===== src/hw/rtl/bb3_pkg.sv =====
// ----------------------------------------------------------------------------
// bb3_pkg
// Shared types and constants for the 3x3 edge-aware box blur.
// ----------------------------------------------------------------------------
package bb3_pkg;

  localparam int MAX_WIDTH = 1024;
  localparam int COL_W     = $clog2(MAX_WIDTH);
  localparam int PIX_W     = 24;

  localparam logic CMD_PIXEL = 1'b0;
  localparam logic CMD_FLUSH = 1'b1;

  localparam logic [15:0] REG_WIDTH  = 16'd0;
  localparam logic [15:0] REG_HEIGHT = 16'd1;

  typedef struct packed {
    logic       command;
    logic [7:0] in_red;
    logic [7:0] in_green;
    logic [7:0] in_blue;
  } in_beat_t;

  typedef struct packed {
    logic [7:0] out_red;
    logic [7:0] out_green;
    logic [7:0] out_blue;
    logic       frame_end;
  } out_beat_t;

  // controller -> datapath
  typedef struct packed {
    logic             ld_px;     // capture the accepted pixel
    logic             wr;        // write line buffers at addr
    logic [COL_W-1:0] addr;
    logic             shift;     // shift window with px / line data
    logic             drain;     // load window column from lines, zero bottom
    logic             shift_z;   // shift in an all-zero column
    logic             ld_sum;    // latch window sums and count
    logic [2:0]       colv;
    logic [2:0]       rowv;
    logic             fend;
    logic             div_go;
  } bb3_cmd_t;

  typedef struct packed {
    logic div_busy;
    logic div_done;
  } bb3_stat_t;

endpackage


===== src/hw/rtl/bb3_ctrl.sv =====
// ----------------------------------------------------------------------------
// bb3_ctrl
// Frame position tracking and sequencing of reads, window shifts and emits.
// ----------------------------------------------------------------------------
module bb3_ctrl import bb3_pkg::*; (
  input  logic        clk,
  input  logic        rst,
  input  logic        cfg_we,
  input  logic [15:0] cfg_index,
  input  logic [15:0] cfg_data,
  input  logic        in_valid,
  input  logic        in_command,
  output logic        in_stall,
  output logic        out_valid,
  input  logic        out_stall,
  input  bb3_stat_t   stat,
  output bb3_cmd_t    cmd
);
  localparam logic [3:0] S_IDLE  = 4'd0;
  localparam logic [3:0] S_RD    = 4'd1;
  localparam logic [3:0] S_WIN   = 4'd2;
  localparam logic [3:0] S_SUM   = 4'd3;
  localparam logic [3:0] S_DIV   = 4'd4;
  localparam logic [3:0] S_WAIT  = 4'd5;
  localparam logic [3:0] S_OUT   = 4'd6;
  localparam logic [3:0] S_EDGE  = 4'd7;

  logic [3:0]       state, state_next;
  logic [10:0]      fw;
  logic [15:0]      fh;
  logic [15:0]      row_index;
  logic [COL_W-1:0] column_index;
  logic [10:0]      drain_index;
  logic             is_flush;
  logic             second;   // row-end extra result pending
  logic             is_edge;  // current emit is the row-end one
  logic [10:0]      w_eff;
  logic [15:0]      h_eff;
  logic [COL_W-1:0] c_eff, addr;
  logic             take;
  logic [15:0]      px_row;

  assign w_eff = (fw == 11'd0) ? 11'd1 :
                 (fw > 11'(MAX_WIDTH)) ? 11'(MAX_WIDTH) : fw;
  assign h_eff = (fh == 16'd0) ? 16'd1 : fh;
  assign c_eff = (11'(column_index) >= w_eff) ? COL_W'(w_eff - 11'd1) : column_index;
  assign in_stall  = (state != S_IDLE);
  assign out_valid = (state == S_OUT);
  assign take = in_valid && (state == S_IDLE);
  // row of the pixel being processed, after the position has advanced
  assign px_row = (column_index == '0) ? row_index - 16'd1 : row_index;

  always_ff @(posedge clk) begin
    if (rst) begin
      state <= S_IDLE;
      fw <= 11'd1024;
      fh <= 16'd1;
      row_index <= '0;
      column_index <= '0;
      drain_index <= '0;
      is_flush <= 1'b0;
      second <= 1'b0;
      is_edge <= 1'b0;
      addr <= '0;
    end else begin
      state <= state_next;
      if (cfg_we && (cfg_index == 16'(REG_WIDTH) || cfg_index == 16'(REG_HEIGHT))) begin
        if (cfg_index == 16'(REG_WIDTH)) fw <= cfg_data[10:0];
        else fh <= cfg_data;
        row_index <= '0;
        column_index <= '0;
        drain_index <= '0;
      end
      if (state == S_IDLE && state_next == S_RD) begin
        is_flush <= in_command;
        // a drain beat reads the column right of its own
        if (in_command == CMD_FLUSH) begin
          addr <= (drain_index == 11'd0) ? '0 : COL_W'(drain_index + 11'd1);
        end else begin
          addr <= c_eff;
        end
      end
      if (state == S_WIN && is_flush && drain_index == 11'd0 && addr == '0) begin
        addr <= COL_W'(1);
      end
      if (state == S_RD && !is_flush) begin
        second <= (row_index != 16'd0) && (11'(addr) == w_eff - 11'd1);
        if (11'(addr) + 11'd1 >= w_eff) begin
          column_index <= '0;
          row_index <= row_index + 16'd1;
        end else begin
          column_index <= addr + COL_W'(1);
        end
      end
      if (state == S_WIN) is_edge <= 1'b0;
      if (state == S_EDGE) begin
        is_edge <= 1'b1;
        second <= 1'b0;
      end
      if (state == S_SUM && is_flush) begin
        drain_index <= drain_index + 11'd1;
      end
      if (state == S_OUT && !out_stall && is_flush &&
          drain_index >= w_eff) begin
        row_index <= '0;
        column_index <= '0;
        drain_index <= '0;
      end
    end
  end

  always_comb begin
    logic [10:0] d;
    logic [10:0] a;
    d = drain_index;
    a = 11'(addr);
    state_next = state;
    cmd = '0;
    cmd.addr = addr;
    unique case (state)
      S_IDLE: begin
        cmd.ld_px = take;
        if (take) begin
          if (in_command == CMD_FLUSH) begin
            if (row_index >= h_eff && drain_index < w_eff) state_next = S_RD;
          end else if (row_index < h_eff) begin
            state_next = S_RD;
          end
        end
      end
      S_RD: begin
        state_next = S_WIN;
      end
      S_WIN: begin
        // read data valid now
        if (is_flush) begin
          cmd.drain = 1'b1;
          // first drain beat loads column zero before column one
          state_next = (drain_index == 11'd0 && addr == '0) ? S_RD : S_SUM;
        end else begin
          cmd.shift = 1'b1;
          cmd.wr = 1'b1;
          // a row-0 pixel never emits
          if (px_row == 16'd0) state_next = S_IDLE;
          else if (addr != '0) state_next = S_SUM;
          else if (second) state_next = S_EDGE;
          else state_next = S_IDLE;
        end
      end
      S_EDGE: begin
        cmd.shift_z = 1'b1;
        state_next = second ? S_SUM : S_IDLE;
      end
      S_SUM: begin
        cmd.ld_sum = 1'b1;
        if (is_flush) begin
          cmd.colv[0] = (d >= 11'd1);
          cmd.colv[1] = 1'b1;
          cmd.colv[2] = (d + 11'd1 < w_eff);
          cmd.rowv = {1'b0, 1'b1, (h_eff >= 16'd2)};
          cmd.fend = (d + 11'd1 >= w_eff);
        end else if (is_edge) begin
          cmd.colv = {1'b0, 1'b1, (a >= 11'd1)};
          cmd.rowv = {1'b1, 1'b1, (px_row >= 16'd2)};
        end else begin
          cmd.colv = {1'b1, 1'b1, (a >= 11'd2)};
          cmd.rowv = {1'b1, 1'b1, (px_row >= 16'd2)};
        end
        state_next = S_DIV;
      end
      S_DIV: begin
        cmd.div_go = 1'b1;
        state_next = S_WAIT;
      end
      S_WAIT: begin
        if (stat.div_done) state_next = S_OUT;
      end
      S_OUT: begin
        if (!out_stall) state_next = (!is_flush && !is_edge && second) ? S_EDGE : S_IDLE;
      end
      default: state_next = S_IDLE;
    endcase
  end
endmodule


===== config.mk =====
export PLATFORM = sky130hd
export DESIGN_NAME = bb3_ctrl
export DESIGN_NICKNAME = d
export VERILOG_FILES = /design/src/hw/rtl/bb3_pkg.sv /design/src/hw/rtl/bb3_ctrl.sv
export SDC_FILE = /design/constraint.sdc
export NUM_CORES = 1
export LEC_CHECK = 0
export ABC_AREA = 1
export ABC_CLOCK_PERIOD_IN_PS = 4950
export BUFFER_PORTS_ARGS = -buffer_cell sky130_fd_sc_hd__buf_2
export CORE_ASPECT_RATIO = 0.5
export CORE_MARGIN = 4
export CORE_UTILIZATION = 50
export CTS_CLUSTER_SIZE = 14
export DETAILED_ROUTE_END_ITERATION = 8
export HOLD_SLACK_MARGIN = 0.12
export PLACE_DENSITY = 0.75
export RECOVER_POWER = 50
export SYNTH_ARGS = -nofsm -noshare
export SYNTH_HDL_FRONTEND = slang
export SYNTH_SLANG_ARGS = --single-unit

===== constraint.sdc =====
create_clock -name clk -period 4.95 [get_ports clk]
set_input_delay 0.2475 -clock clk [delete_from_list [all_inputs] [get_ports clk]]
set_output_delay 0.2475 -clock clk [all_outputs]
set_load 0.1 [all_outputs]

==> impl_metrics.py, run 1 <==
metrics = {
    "yosys": {
        "synth_top_area_cell": "dfxtp_1",
        "synthesis.instances": 1024,
        "synth_edf_count": 0,
        "synthTopCellsByArea": "dfxtp_1 (24%), ha_1 (13%), nand2_1 (11%)",
        "async_flop_share_pct": 0,
        "syn_area_per_cell_um2": 6.51,
        "mappedNetlistArea_um2": 6670,
        "ys_ff_latch": 81,
        "yosysUniqueCellTypes": 49,
        "synth_seq_area_share_pct": 24.3,
        "synth_top_area_share_pct": 24.3,
        "yosys_warnings": 0,
        "syn_nets": 1134,
        "synthFlopType": "dfxtp_1",
    },
    "power": {
        "seq_power_share_pct": 42.4,
        "power_frac_clock_pct": 48.8,
        "p_switching_mw": 0.413,
        "power_frac_comb_pct": 8.8,
        "power.internal_mw": 1.16,
        "powerDensity_nw_per_um2": 213,
        "ir_drop_mv": 0.139,
        "leakagePower_nw": 3.48,
        "switching_share_pct": 26.3,
    },
    "placement": {
        "port_buffers": 64,
        "place_area_um2": 7080,
        "numPlacedInstances": 1227,
        "hpwl_mm": 15.3,
        "gp_congestion": 0.956,
    },
    "timing": {
        "fin_crit_sh_pct": 79.8,
        "finalCriticalPeriod_ns": 3.95,
        "slew_headroom_pct": 0.259,
        "drv_slew": 0,
        "worst_pin_slew_ns": 1.50,
        "timing.fmax_mhz": 253,
        "rsz0062_at_grt": "no",
        "setup_viol": 0,
        "fin_skew_ns": 0.00668,
        "final-hold-violation-count": 0,
    },
    "setup_path": {
        "crit_family": "simple AND/OR/NAND/NOR gates",
        "crit_path_top_delay_cell": "nand2_1",
        "crit_type": "flip-flop to flip-flop",
        "crit_chain": "nor2_1 -> nand3_2 -> o21bai_4 -> nand2_1 -> ha_1 -> inv_1 -> nor2_1 -> nand2_1 -> nor3_1 -> nand2_1 -> nand3_1 -> nor2_1 -> nand2_1 -> nand2_1 -> nand2_1 -> inv_1 -> o211ai_1 -> nand2_1 -> inv_1",
        "worst-path-buf-inv": 3,
        "critPathMostFrequentCell": "nand2_1",
        "cp_max_fo": 18,
        "critical_path.max_stage_delay_ns": 0.50,
        "crit_path_end_kind": "flip-flop",
        "cp.required_ns": 5.24,
        "arrival_ns": 4.24,
        "cp-start-kind": "flip-flop",
    },
    "floorplanning": {
        "die_x_um": 171,
        "coreArea_um2": 12800,
        "die_y_um": 89.7,
        "fp.dieArea_um2": 15400,
        "num_rows": 29,
        "io_pins": 66,
        "start_util_pct": 51.9,
    },
    "final_layout": {
        "final_cells": 1243,
        "area_growth_syn_to_layout_pct": 10.5,
        "utilization_pct": 57.4,
        "final_common_cell": "nand2_1",
        "final_net_count": 1178,
        "n_antenna_cell": 0,
        "final_area_um2": 7370,
        "layout-drive-gt1-share_pct": 7.92,
        "final_cell_mix": "nand2_1 (187), nor2_1 (127), inv_1 (125), nand3_1 (92), a21oi_1 (86)",
    },
    "clock_tree": {
        "cts_root_buf": "clkbuf_16",
        "cts_tree": "done",
        "cts_buffers": 9,
        "postCtsSetupBuffers": 0,
        "cts-resized-gates": 0,
        "htree_levels": 3,
        "clk_pin_slew_ns": 0.06,
        "cts_buffer_depth": 2,
        "clk_latency_ns": 0.35,
        "cts.sinks": 81,
        "hold_buffers": 0,
    },
    "global_routing": {
        "grt_first_pass_wirelength_mm": 31.7,
        "grt_overflow": 0,
        "grt_use_total_pct": 25.8,
        "first_global_vias": 6441,
        "antenna_found_initial": 0,
        "grt_max_degree": 32,
    },
    "detailed_routing": {
        "dr.first_iter.drc_count": 598,
        "drt-total-wl_mm": 19.7,
        "avgViaCountPerCell": 5.68,
        "ant_nets": 0,
        "route.detailed.drc": 0,
        "dr.pass1.iters": 6,
        "wl_per_cell_um": 15.9,
        "vias": 7061,
    },
    "run": {
        "max-cap-violations": 1,
    },
    "run_status": {
        "status": "complete, but fails checks",
        "failed_checks": "capacitance limit",
    },
    "min_path": {
        "hp-class": "input port to flip-flop",
    },
}
Yosys cell counts, types with 3 or more instances:
| master | n |
|---|---|
| xnor2_1 | 4 |
| o22ai_1 | 3 |
| a21oi_1 | 86 |
| nand4_1 | 21 |
| clkbuf_1 | 20 |
| nand2_2 | 4 |
| nand3_1 | 92 |
| nor2_2 | 7 |
| nor2_1 | 125 |
| inv_2 | 3 |
| dfxtp_1 | 81 |
| xor2_1 | 28 |
| buf_2 | 12 |
| nand2_1 | 187 |
| nor3_1 | 24 |
| buf_4 | 3 |
| a211oi_1 | 29 |
| o211ai_1 | 7 |
| nor4_1 | 5 |
| clkinv_1 | 3 |
| inv_1 | 125 |
| o21ai_0 | 42 |
| ha_1 | 70 |
| o21ai_1 | 11 |
worst paths after layout:
check                           slack, ns      end  cells past startpoint   startpoint
worst min register to register       0.49   fh[12]                      2       fh[12]
worst max-delay path                 1.00  addr[8]                     19        fw[2]
worst max register to register       1.00  addr[8]                     19        fw[2]
worst min-delay path                 0.16    fw[4]                      3  cfg_data[4]
layout make-up:
cell class	count	area, µm²
multi-input combinational	775	4380
fill	1264	5480
inverter	132	497
tap	170	213
sequential	81	1620
timing repair buffer	69	325
clock inverter	6	96.3
clock buffer	10	239
metal layers:
layer  share of wire, %  GRT usage [%]  up-vias
met4                2.7           8.12        0
li1                   -              -     3521
met5                  0              0        -
met3                7.7           5.42       48
met1                 46           35.1     3240
met2                 44           41.6      252
through the flow:
| stage | setup TNS, ns | worst slack, ns | hold WS, ns | total power, mW |
|---|---|---|---|---|
| after detailed placement | 0 | 1.13 | 0.477 | 0.817 |
| after global placement | 0 | 1.15 | 0.473 | 0.815 |
| after global routing | 0 | 0.674 | 0.162 | 1.61 |
| after CTS | 0 | 1.10 | 0.150 | 1.57 |
| final | 0 | 1.00 | 0.161 | 1.57 |
| after floorplan | -0.417 | -0.417 | 0.374 | 0.772 |
worst reg2reg max path: cells and delay by family, from the launching register on:
kind	cells	cell delay (ns)
adders and majority gates	1	0.40
AOI/OAI and AO/OA	2	0.56
DFF	1	0.40
buffers and inverters	3	0.38
and+or+nand+nor	13	2.15
kinds of logic (layout without fill, tap and decap cells):
group,Yosys count,in the layout,share of synthesized area [%]
AND/OR/NAND/NOR,478,478,31.4
AO/OA/AOI/OAI,194,194,17.0
buffers and inverters,168,217,9.98
flip-flops,81,81,24.3
adder cells (fa/ha/maj),70,70,13.1
XOR/XNOR,32,32,4.20
other,1,1,0.0562
state kept, by name (all words and copies together), names as in the netlist:
name,count
fh,16
row_index,16
drain_index,11
fw,11
addr,10
column_index,10
state,4
is_edge,1
is_flush,1
second,1
power by group through the flow:
stage	combinational, mW	clock (mW)	sequential (mW)
3_3_place_gp	0.136	0	0.680
2_1_floorplan	0.0705	0	0.701
4_1_cts	0.138	0.770	0.665
5_1_grt	0.150	0.798	0.666
3_5_place_dp	0.138	0	0.680
6_report	0.138	0.766	0.665
No activity file was read; power rests on OpenSTA's default activity.
==> inputs of run 2 (changes only) <==
--- a/config.mk
+++ b/config.mk
@@ -5,8 +5,8 @@
 export SDC_FILE = /design/constraint.sdc
 export NUM_CORES = 1
 export LEC_CHECK = 0
-export ABC_AREA = 1
-export ABC_CLOCK_PERIOD_IN_PS = 4950
+export ABC_AREA = 0
+export ABC_CLOCK_PERIOD_IN_PS = 3900
 export BUFFER_PORTS_ARGS = -buffer_cell sky130_fd_sc_hd__buf_2
 export CORE_ASPECT_RATIO = 0.5
 export CORE_MARGIN = 4
==> constraint.sdc (replaced) <==
create_clock -name clk -period 3.9 [get_ports clk]
set_input_delay 0.195 -clock clk [delete_from_list [all_inputs] [get_ports clk]]
set_output_delay 0.195 -clock clk [all_outputs]
set_load 0.1 [all_outputs]
==> impl_metrics.py, run 2 <==
metrics = {
    "timing": {
        "rsz0062_at_grt": "no",
        "setup_viol": 0,
        "fin_skew_ns": 0.00848,
        "whs_ns": 0.130,
        "drv_slew": 0,
        "worst_pin_slew_ns": 1.17,
        "fin_crit_sh_pct": 94.8,
        "timing.fmax_mhz": 270,
        "finalCriticalPeriod_ns": 3.70,
        "slew_headroom_pct": 22.3,
        "final-hold-violation-count": 0,
    },
    "final_layout": {
        "area_growth_syn_to_layout_pct": 12.9,
        "n_antenna_cell": 0,
        "utilization_pct": 59.7,
        "top_regs": "fh: 16 flops, row_index: 16 flops",
        "layout-drive-gt1-share_pct": 9.81,
        "final_cells": 1093,
        "final_cell_mix": "nand2_1 (130), dfxtp_1 (80), nor2_1 (70), ha_1 (70), a21oi_1 (69)",
        "final_common_cell": "nand2_1",
        "final_net_count": 1033,
    },
    "yosys": {
        "syn_nets": 984,
        "synth-adder-area-share_pct": 13.6,
        "synth_top_family_by_area": "simple AND/OR/NAND/NOR gates",
        "mappedNetlistArea_um2": 6440,
        "synth_seq_area_share_pct": 25.2,
        "yosysUniqueCellTypes": 70,
        "synth.most_common_cell": "nand2_1",
        "ys_ff_latch": 81,
        "synthesis.instances": 874,
        "yosys_warnings": 0,
        "synthFlopType": "dfxtp_1",
        "async_flop_share_pct": 0,
        "yosys.area_share.simple_pct": 30.3,
        "synthTopCellsByArea": "dfxtp_1 (25%), ha_1 (14%), nand2_1 (7.6%)",
        "yosys-top-cells-count": "nand2_1 (130), dfxtp_1 (81), ha_1 (70), nor2_1 (70), a21oi_1 (69)",
        "synth_edf_count": 0,
        "synth_top_area_share_pct": 25.2,
        "synth_xor_area_share_pct": 4.49,
        "synth_top_area_cell": "dfxtp_1",
        "synth.mux.area_fraction_pct": 1.57,
        "synth_compound_area_share_pct": 18.9,
        "syn_area_per_cell_um2": 7.37,
    },
    "placement": {
        "gp_congestion": 0.982,
        "hpwl_mm": 13.6,
        "port_buffers": 64,
        "numPlacedInstances": 1064,
    },
    "global_routing": {
        "grt_max_degree": 38,
        "grt_overflow": 0,
        "grt_first_pass_wirelength_mm": 29.7,
        "antenna_found_initial": 0,
        "first_global_vias": 6118,
        "grt_use_total_pct": 24.2,
    },
    "setup_path": {
        "crit_chain": "nor4_1 -> nand3_2 -> or3_1 -> o32a_1 -> nor4_2 -> a211oi_2 -> buf_2",
        "crit_type": "flip-flop to output pin",
        "crit_path_end_kind": "output pin",
        "cp-start-kind": "flip-flop",
        "arrival_ns": 3.50,
        "critical_path.max_stage_delay_ns": 0.91,
        "crit_path_top_delay_cell": "nor4_1",
        "cp_max_fo": 7,
        "cp.required_ns": 3.70,
    },
    "detailed_routing": {
        "route.detailed.drc": 0,
        "dr.pass1.iters": 5,
        "wl_per_cell_um": 16.5,
        "dr.first_iter.drc_count": 583,
        "avgViaCountPerCell": 5.95,
        "vias": 6500,
        "ant_nets": 0,
        "drt-total-wl_mm": 18.0,
    },
    "clock_tree": {
        "cts_tree": "done",
        "clk_pin_slew_ns": 0.07,
        "cts_root_buf": "clkbuf_16",
        "cts_buffer_depth": 2,
        "postCtsSetupBuffers": 0,
        "cts_buffers": 9,
        "cts.sinks": 81,
        "htree_levels": 3,
        "clk_latency_ns": 0.34,
    },
    "floorplanning": {
        "die_x_um": 169,
        "io_pins": 66,
        "num_rows": 28,
        "die_y_um": 88.3,
        "coreArea_um2": 12200,
        "start_util_pct": 52.8,
        "fp.dieArea_um2": 14900,
    },
    "run_status": {
        "status": "completed",
    },
    "power": {
        "powerDensity_nw_per_um2": 263,
        "leakagePower_nw": 2.93,
        "ir_drop_mv": 0.186,
    },
    "run": {
        "max-cap-violations": 0,
    },
    "min_path": {
        "hp-class": "input port to flip-flop",
    },
}
## run 2: changes by cell type in the layout (fill, tap and decap cells not counted), sizes merged, moves of 14 or more
cell and change:
a31oi +20, o21ai -20, a211oi -21, nor2 -63
or3 +14, a21oi -17, and3 +14, nand3 -45
inv -85, nor4 +16, xor2 -15, xnor2 +16
nand2 -61
## run 2: cell type report
type	instances	area, µm²
clock buffer	9	225
clock inverter	7	77.6
fill	1146	4920
inverter	43	161
multi-input combinational	698	4450
sequential	81	1620
tap	165	206
timing repair buffer	90	534
## run 2: kinds of logic (layout without fill, tap and decap cells)
logic type                 after synthesis  after routing
DFF                                     81             81
and+or+nand+nor                        394            394
xor gates and xnor gates                33             33
adders and majority gates               70             70
buffers and inverters                   95            149
other                                    1              1
AOI/OAI and AO/OA                      190            190
muxes                                   10             10
## run 2: stage by stage
| step | setup TNS (ns) | setup slack, ns | cell area (µm²) | total power, mW |
|---|---|---|---|---|
| finish | 0 | 0.201 | 7270 | 1.91 |
| global route | 0 | 0.0254 | 7270 | 1.97 |
| CTS | 0 | 0.0543 | 7310 | 1.92 |
| detailed placement | 0 | 0.434 | 6870 | 1.05 |
| global placement | 0 | 0.482 | 6870 | 1.05 |
| floorplan | -0.0766 | -0.0766 | 6450 | 0.994 |
## run 2: worst paths after layout
check,cells after the start,from,slack [ns],end
min reg2reg,2,fh[0],0.47,fh[0]
max reg2reg,14,fw[7],0.41,second
max,7,column_index[5],0.20,cmd[2]
min,3,cfg_data[8],0.13,fh[8]
## run 2: report_power, final
part / leakage (nW) / total (mW) / internal, mW / switching, mW
combinational: 2.12 / 0.191 / 0.0649 / 0.127
sequential: 0.654 / 0.850 / 0.834 / 0.0159
clock: 0.147 / 0.871 / 0.503 / 0.368
## run 2: critical path: cells and delay by family, from the launching register on
| kind | cells | cell delay [ns] |
|---|---|---|
| compound gates | 2 | 0.31 |
| flops | 1 | 0.36 |
| buf+inv | 1 | 0.31 |
| simple gates | 4 | 2.18 |
## run 2: what timing repair did
| item | 4_1_cts | 5_1_grt |
|---|---|---|
| gates resized for setup | 0 | 4 |
| endpoints found under the hold margin | 17 | 0 |
| hold buffers | 13 | 0 |
| setup endpoints to repair | 0 | 1 |
## run 2: per-layer routing
layer,GRT usage [%],vias up,share of wire (%)
li1,-,3231,-
met1,32.4,3054,46
met2,41.2,197,45
met3,5.09,18,7.2
met4,4.79,0,1.2
met5,0,-,0
==> inputs of run 3 (changes only) <==
--- a/config.mk
+++ b/config.mk
@@ -9,7 +9,7 @@
 export ABC_CLOCK_PERIOD_IN_PS = 3900
 export BUFFER_PORTS_ARGS = -buffer_cell sky130_fd_sc_hd__buf_2
 export CORE_ASPECT_RATIO = 0.5
-export CORE_MARGIN = 4
+export CORE_MARGIN = 1.5
 export CORE_UTILIZATION = 50
 export CTS_CLUSTER_SIZE = 14
 export DETAILED_ROUTE_END_ITERATION = 8
==> constraint.sdc (replaced) <==
create_clock -name clk -period 3.9 [get_ports clk]
set_input_delay 0.195 -clock clk [delete_from_list [all_inputs] [get_ports clk]]
set_output_delay 0.195 -clock clk [all_outputs]
set_load 0.01 [all_outputs]
==> impl_metrics.py, run 3 (synthesis results as in run 2) <==
metrics = {
    "timing": {
        "fin_setup_tns_ns": 0,
        "slew_headroom_pct": 37.0,
        "timing.fmax_mhz": 273,
        "worst_pin_slew_ns": 0.936,
        "fin_crit_sh_pct": 93.8,
        "finalCriticalPeriod_ns": 3.66,
        "drv_slew": 0,
        "final-hold-violation-count": 0,
        "whs_ns": 0.310,
        "finalWorstSetupSlack_ns": 0.243,
        "fin_skew_ns": 0.00793,
        "rsz0062_at_grt": "no",
        "setup_viol": 0,
    },
    "run": {
        "max-cap-violations": 0,
    },
    "min_path": {
        "hold_depth": 4,
        "hp-class": "input port to flip-flop",
    },
    "floorplanning": {
        "fp.dieArea_um2": 13600,
        "coreArea_um2": 12600,
        "die_y_um": 83.3,
        "die_x_um": 164,
        "start_util_pct": 51.0,
        "num_rows": 29,
        "io_pins": 66,
    },
    "detailed_routing": {
        "dr.first_iter.drc_count": 492,
        "ant_nets": 0,
        "wl_per_cell_um": 16.8,
        "vias": 6653,
        "route.detailed.drc": 0,
        "drt-total-wl_mm": 18.5,
        "avgViaCountPerCell": 6.03,
        "dr.pass1.iters": 5,
    },
    "setup_path": {
        "crit_family": "compound AO/OA/AOI/OAI gates",
        "path_depth": 14,
        "crit_chain": "ha_1 -> and3_1 -> and3_1 -> nand3_1 -> xnor2_2 -> ha_1 -> a21oi_1 -> nor2b_1 -> o21ai_0 -> nand2b_1 -> a41oi_1 -> a21oi_1 -> o21ai_0 -> buf_2",
        "worst-path-buf-inv": 1,
        "cp-start-kind": "flip-flop",
        "crit_path_top_delay_cell": "dfxtp_1",
        "crit_type": "flip-flop to output pin",
        "crit_path_end_kind": "output pin",
        "critical_path.max_stage_delay_ns": 0.43,
        "cp_max_fo": 6,
        "r2r_cells": 14,
        "cp.required_ns": 3.70,
        "arrival_ns": 3.46,
    },
    "final_layout": {
        "final_net_count": 1038,
        "final_cell_mix": "nand2_1 (129), dfxtp_1 (80), nor2_1 (70), ha_1 (70), a21oi_1 (69)",
        "layout-drive-gt1-share_pct": 9.97,
        "final_area_um2": 7330,
        "top_regs": "fh: 16 flops, row_index: 16 flops",
        "nFillCells": 1173,
        "final_common_cell": "nand2_1",
        "n_antenna_cell": 0,
        "area_growth_syn_to_layout_pct": 13.7,
    },
    "global_routing": {
        "grt_max_degree": 38,
        "first_global_vias": 6248,
        "grt_use_total_pct": 27.9,
        "grt_first_pass_wirelength_mm": 30.6,
        "grt_overflow": 0,
        "antenna_found_initial": 0,
    },
    "power": {
        "powerDensity_nw_per_um2": 259,
        "leakagePower_nw": 2.96,
        "ir_drop_mv": 0.178,
    },
    "placement": {
        "place_area_um2": 6880,
        "port_buffers": 64,
        "gp_congestion": 0.938,
        "hpwl_mm": 13.5,
        "dp_slack_ns": 0.410,
    },
    "clock_tree": {
        "clk_latency_ns": 0.35,
        "cts_root_buf": "clkbuf_16",
        "cts.sinks": 81,
        "clk_pin_slew_ns": 0.06,
        "htree_levels": 3,
        "cts_buffers": 9,
        "cts_tree": "done",
        "postCtsSetupBuffers": 0,
        "cts_buffer_depth": 2,
    },
    "run_status": {
        "status": "completed",
    },
}
## run 3: changes by cell type in the layout (fill, tap and decap cells not counted), moves of 2 or more
cell,change
a211oi_1,+2
a211oi_2,-2
buf_4,+2
dlygate4sd3_1,+3
## run 3: final timing paths
kind,start,slack (ns),to
setup / recovery,drain_index[1],0.24,cmd[7]
hold / removal,cfg_index[0],0.31,fw[1]
setup reg to reg,fw[7],0.31,second
hold reg to reg,fh[0],0.47,fh[0]
## run 3: per-layer routing
metal | vias up | GRT usage (%) | share of wire (%)
met1 | 3137 | 37.5 | 44
met5 | - | 0 | 0
met2 | 234 | 44.9 | 46
li1 | 3239 | - | -
met4 | 0 | 8.26 | 2.1
met3 | 43 | 5.54 | 7.4
## run 3: cell type report
type	count	area, µm²	area share, %
Clock inverter	7	83.8	1.14
Clock buffer	9	225	3.07
Inverter	43	161	2.20
Timing Repair Buffer	95	573	7.82
Multi-Input combinational cell	698	4450	60.7
Tap cell	170	213	2.90
Sequential cell	81	1620	22.2
## run 3: stage by stage
stage	total power [mW]	utilization (%)	instances
6_report	1.90	58.0	1103
5_1_grt	1.96	58.0	1103
4_1_cts	1.91	58.2	1103
3_5_place_dp	1.00	54.5	1071
3_3_place_gp	1.00	54.5	1071
2_1_floorplan	0.950	-	874
## run 3: repair_timing
action | in CTS | in global routing
endpoints found under the setup margin | 0 | 4
resized for setup | 0 | 3
hold buffers | 16 | 0
endpoints found under the hold margin | 23 | 0
## run 3: report_power, final
part | leakage (nW) | internal [mW] | switching, mW
combinational | 2.15 | 0.0671 | 0.0838
clock | 0.149 | 0.510 | 0.388
sequential | 0.654 | 0.833 | 0.0165
total | 2.96 | 1.41 | 0.489
## run 3: worst register-to-register path, delay by kind of cell, from the launching register on
family                     cells  cell delay, ns
buffers and inverters          2            0.22
AOI/OAI and AO/OA              3            0.46
DFF                            1            0.39
adders and majority gates      1            0.34
and+or+nand+nor                8            2.09
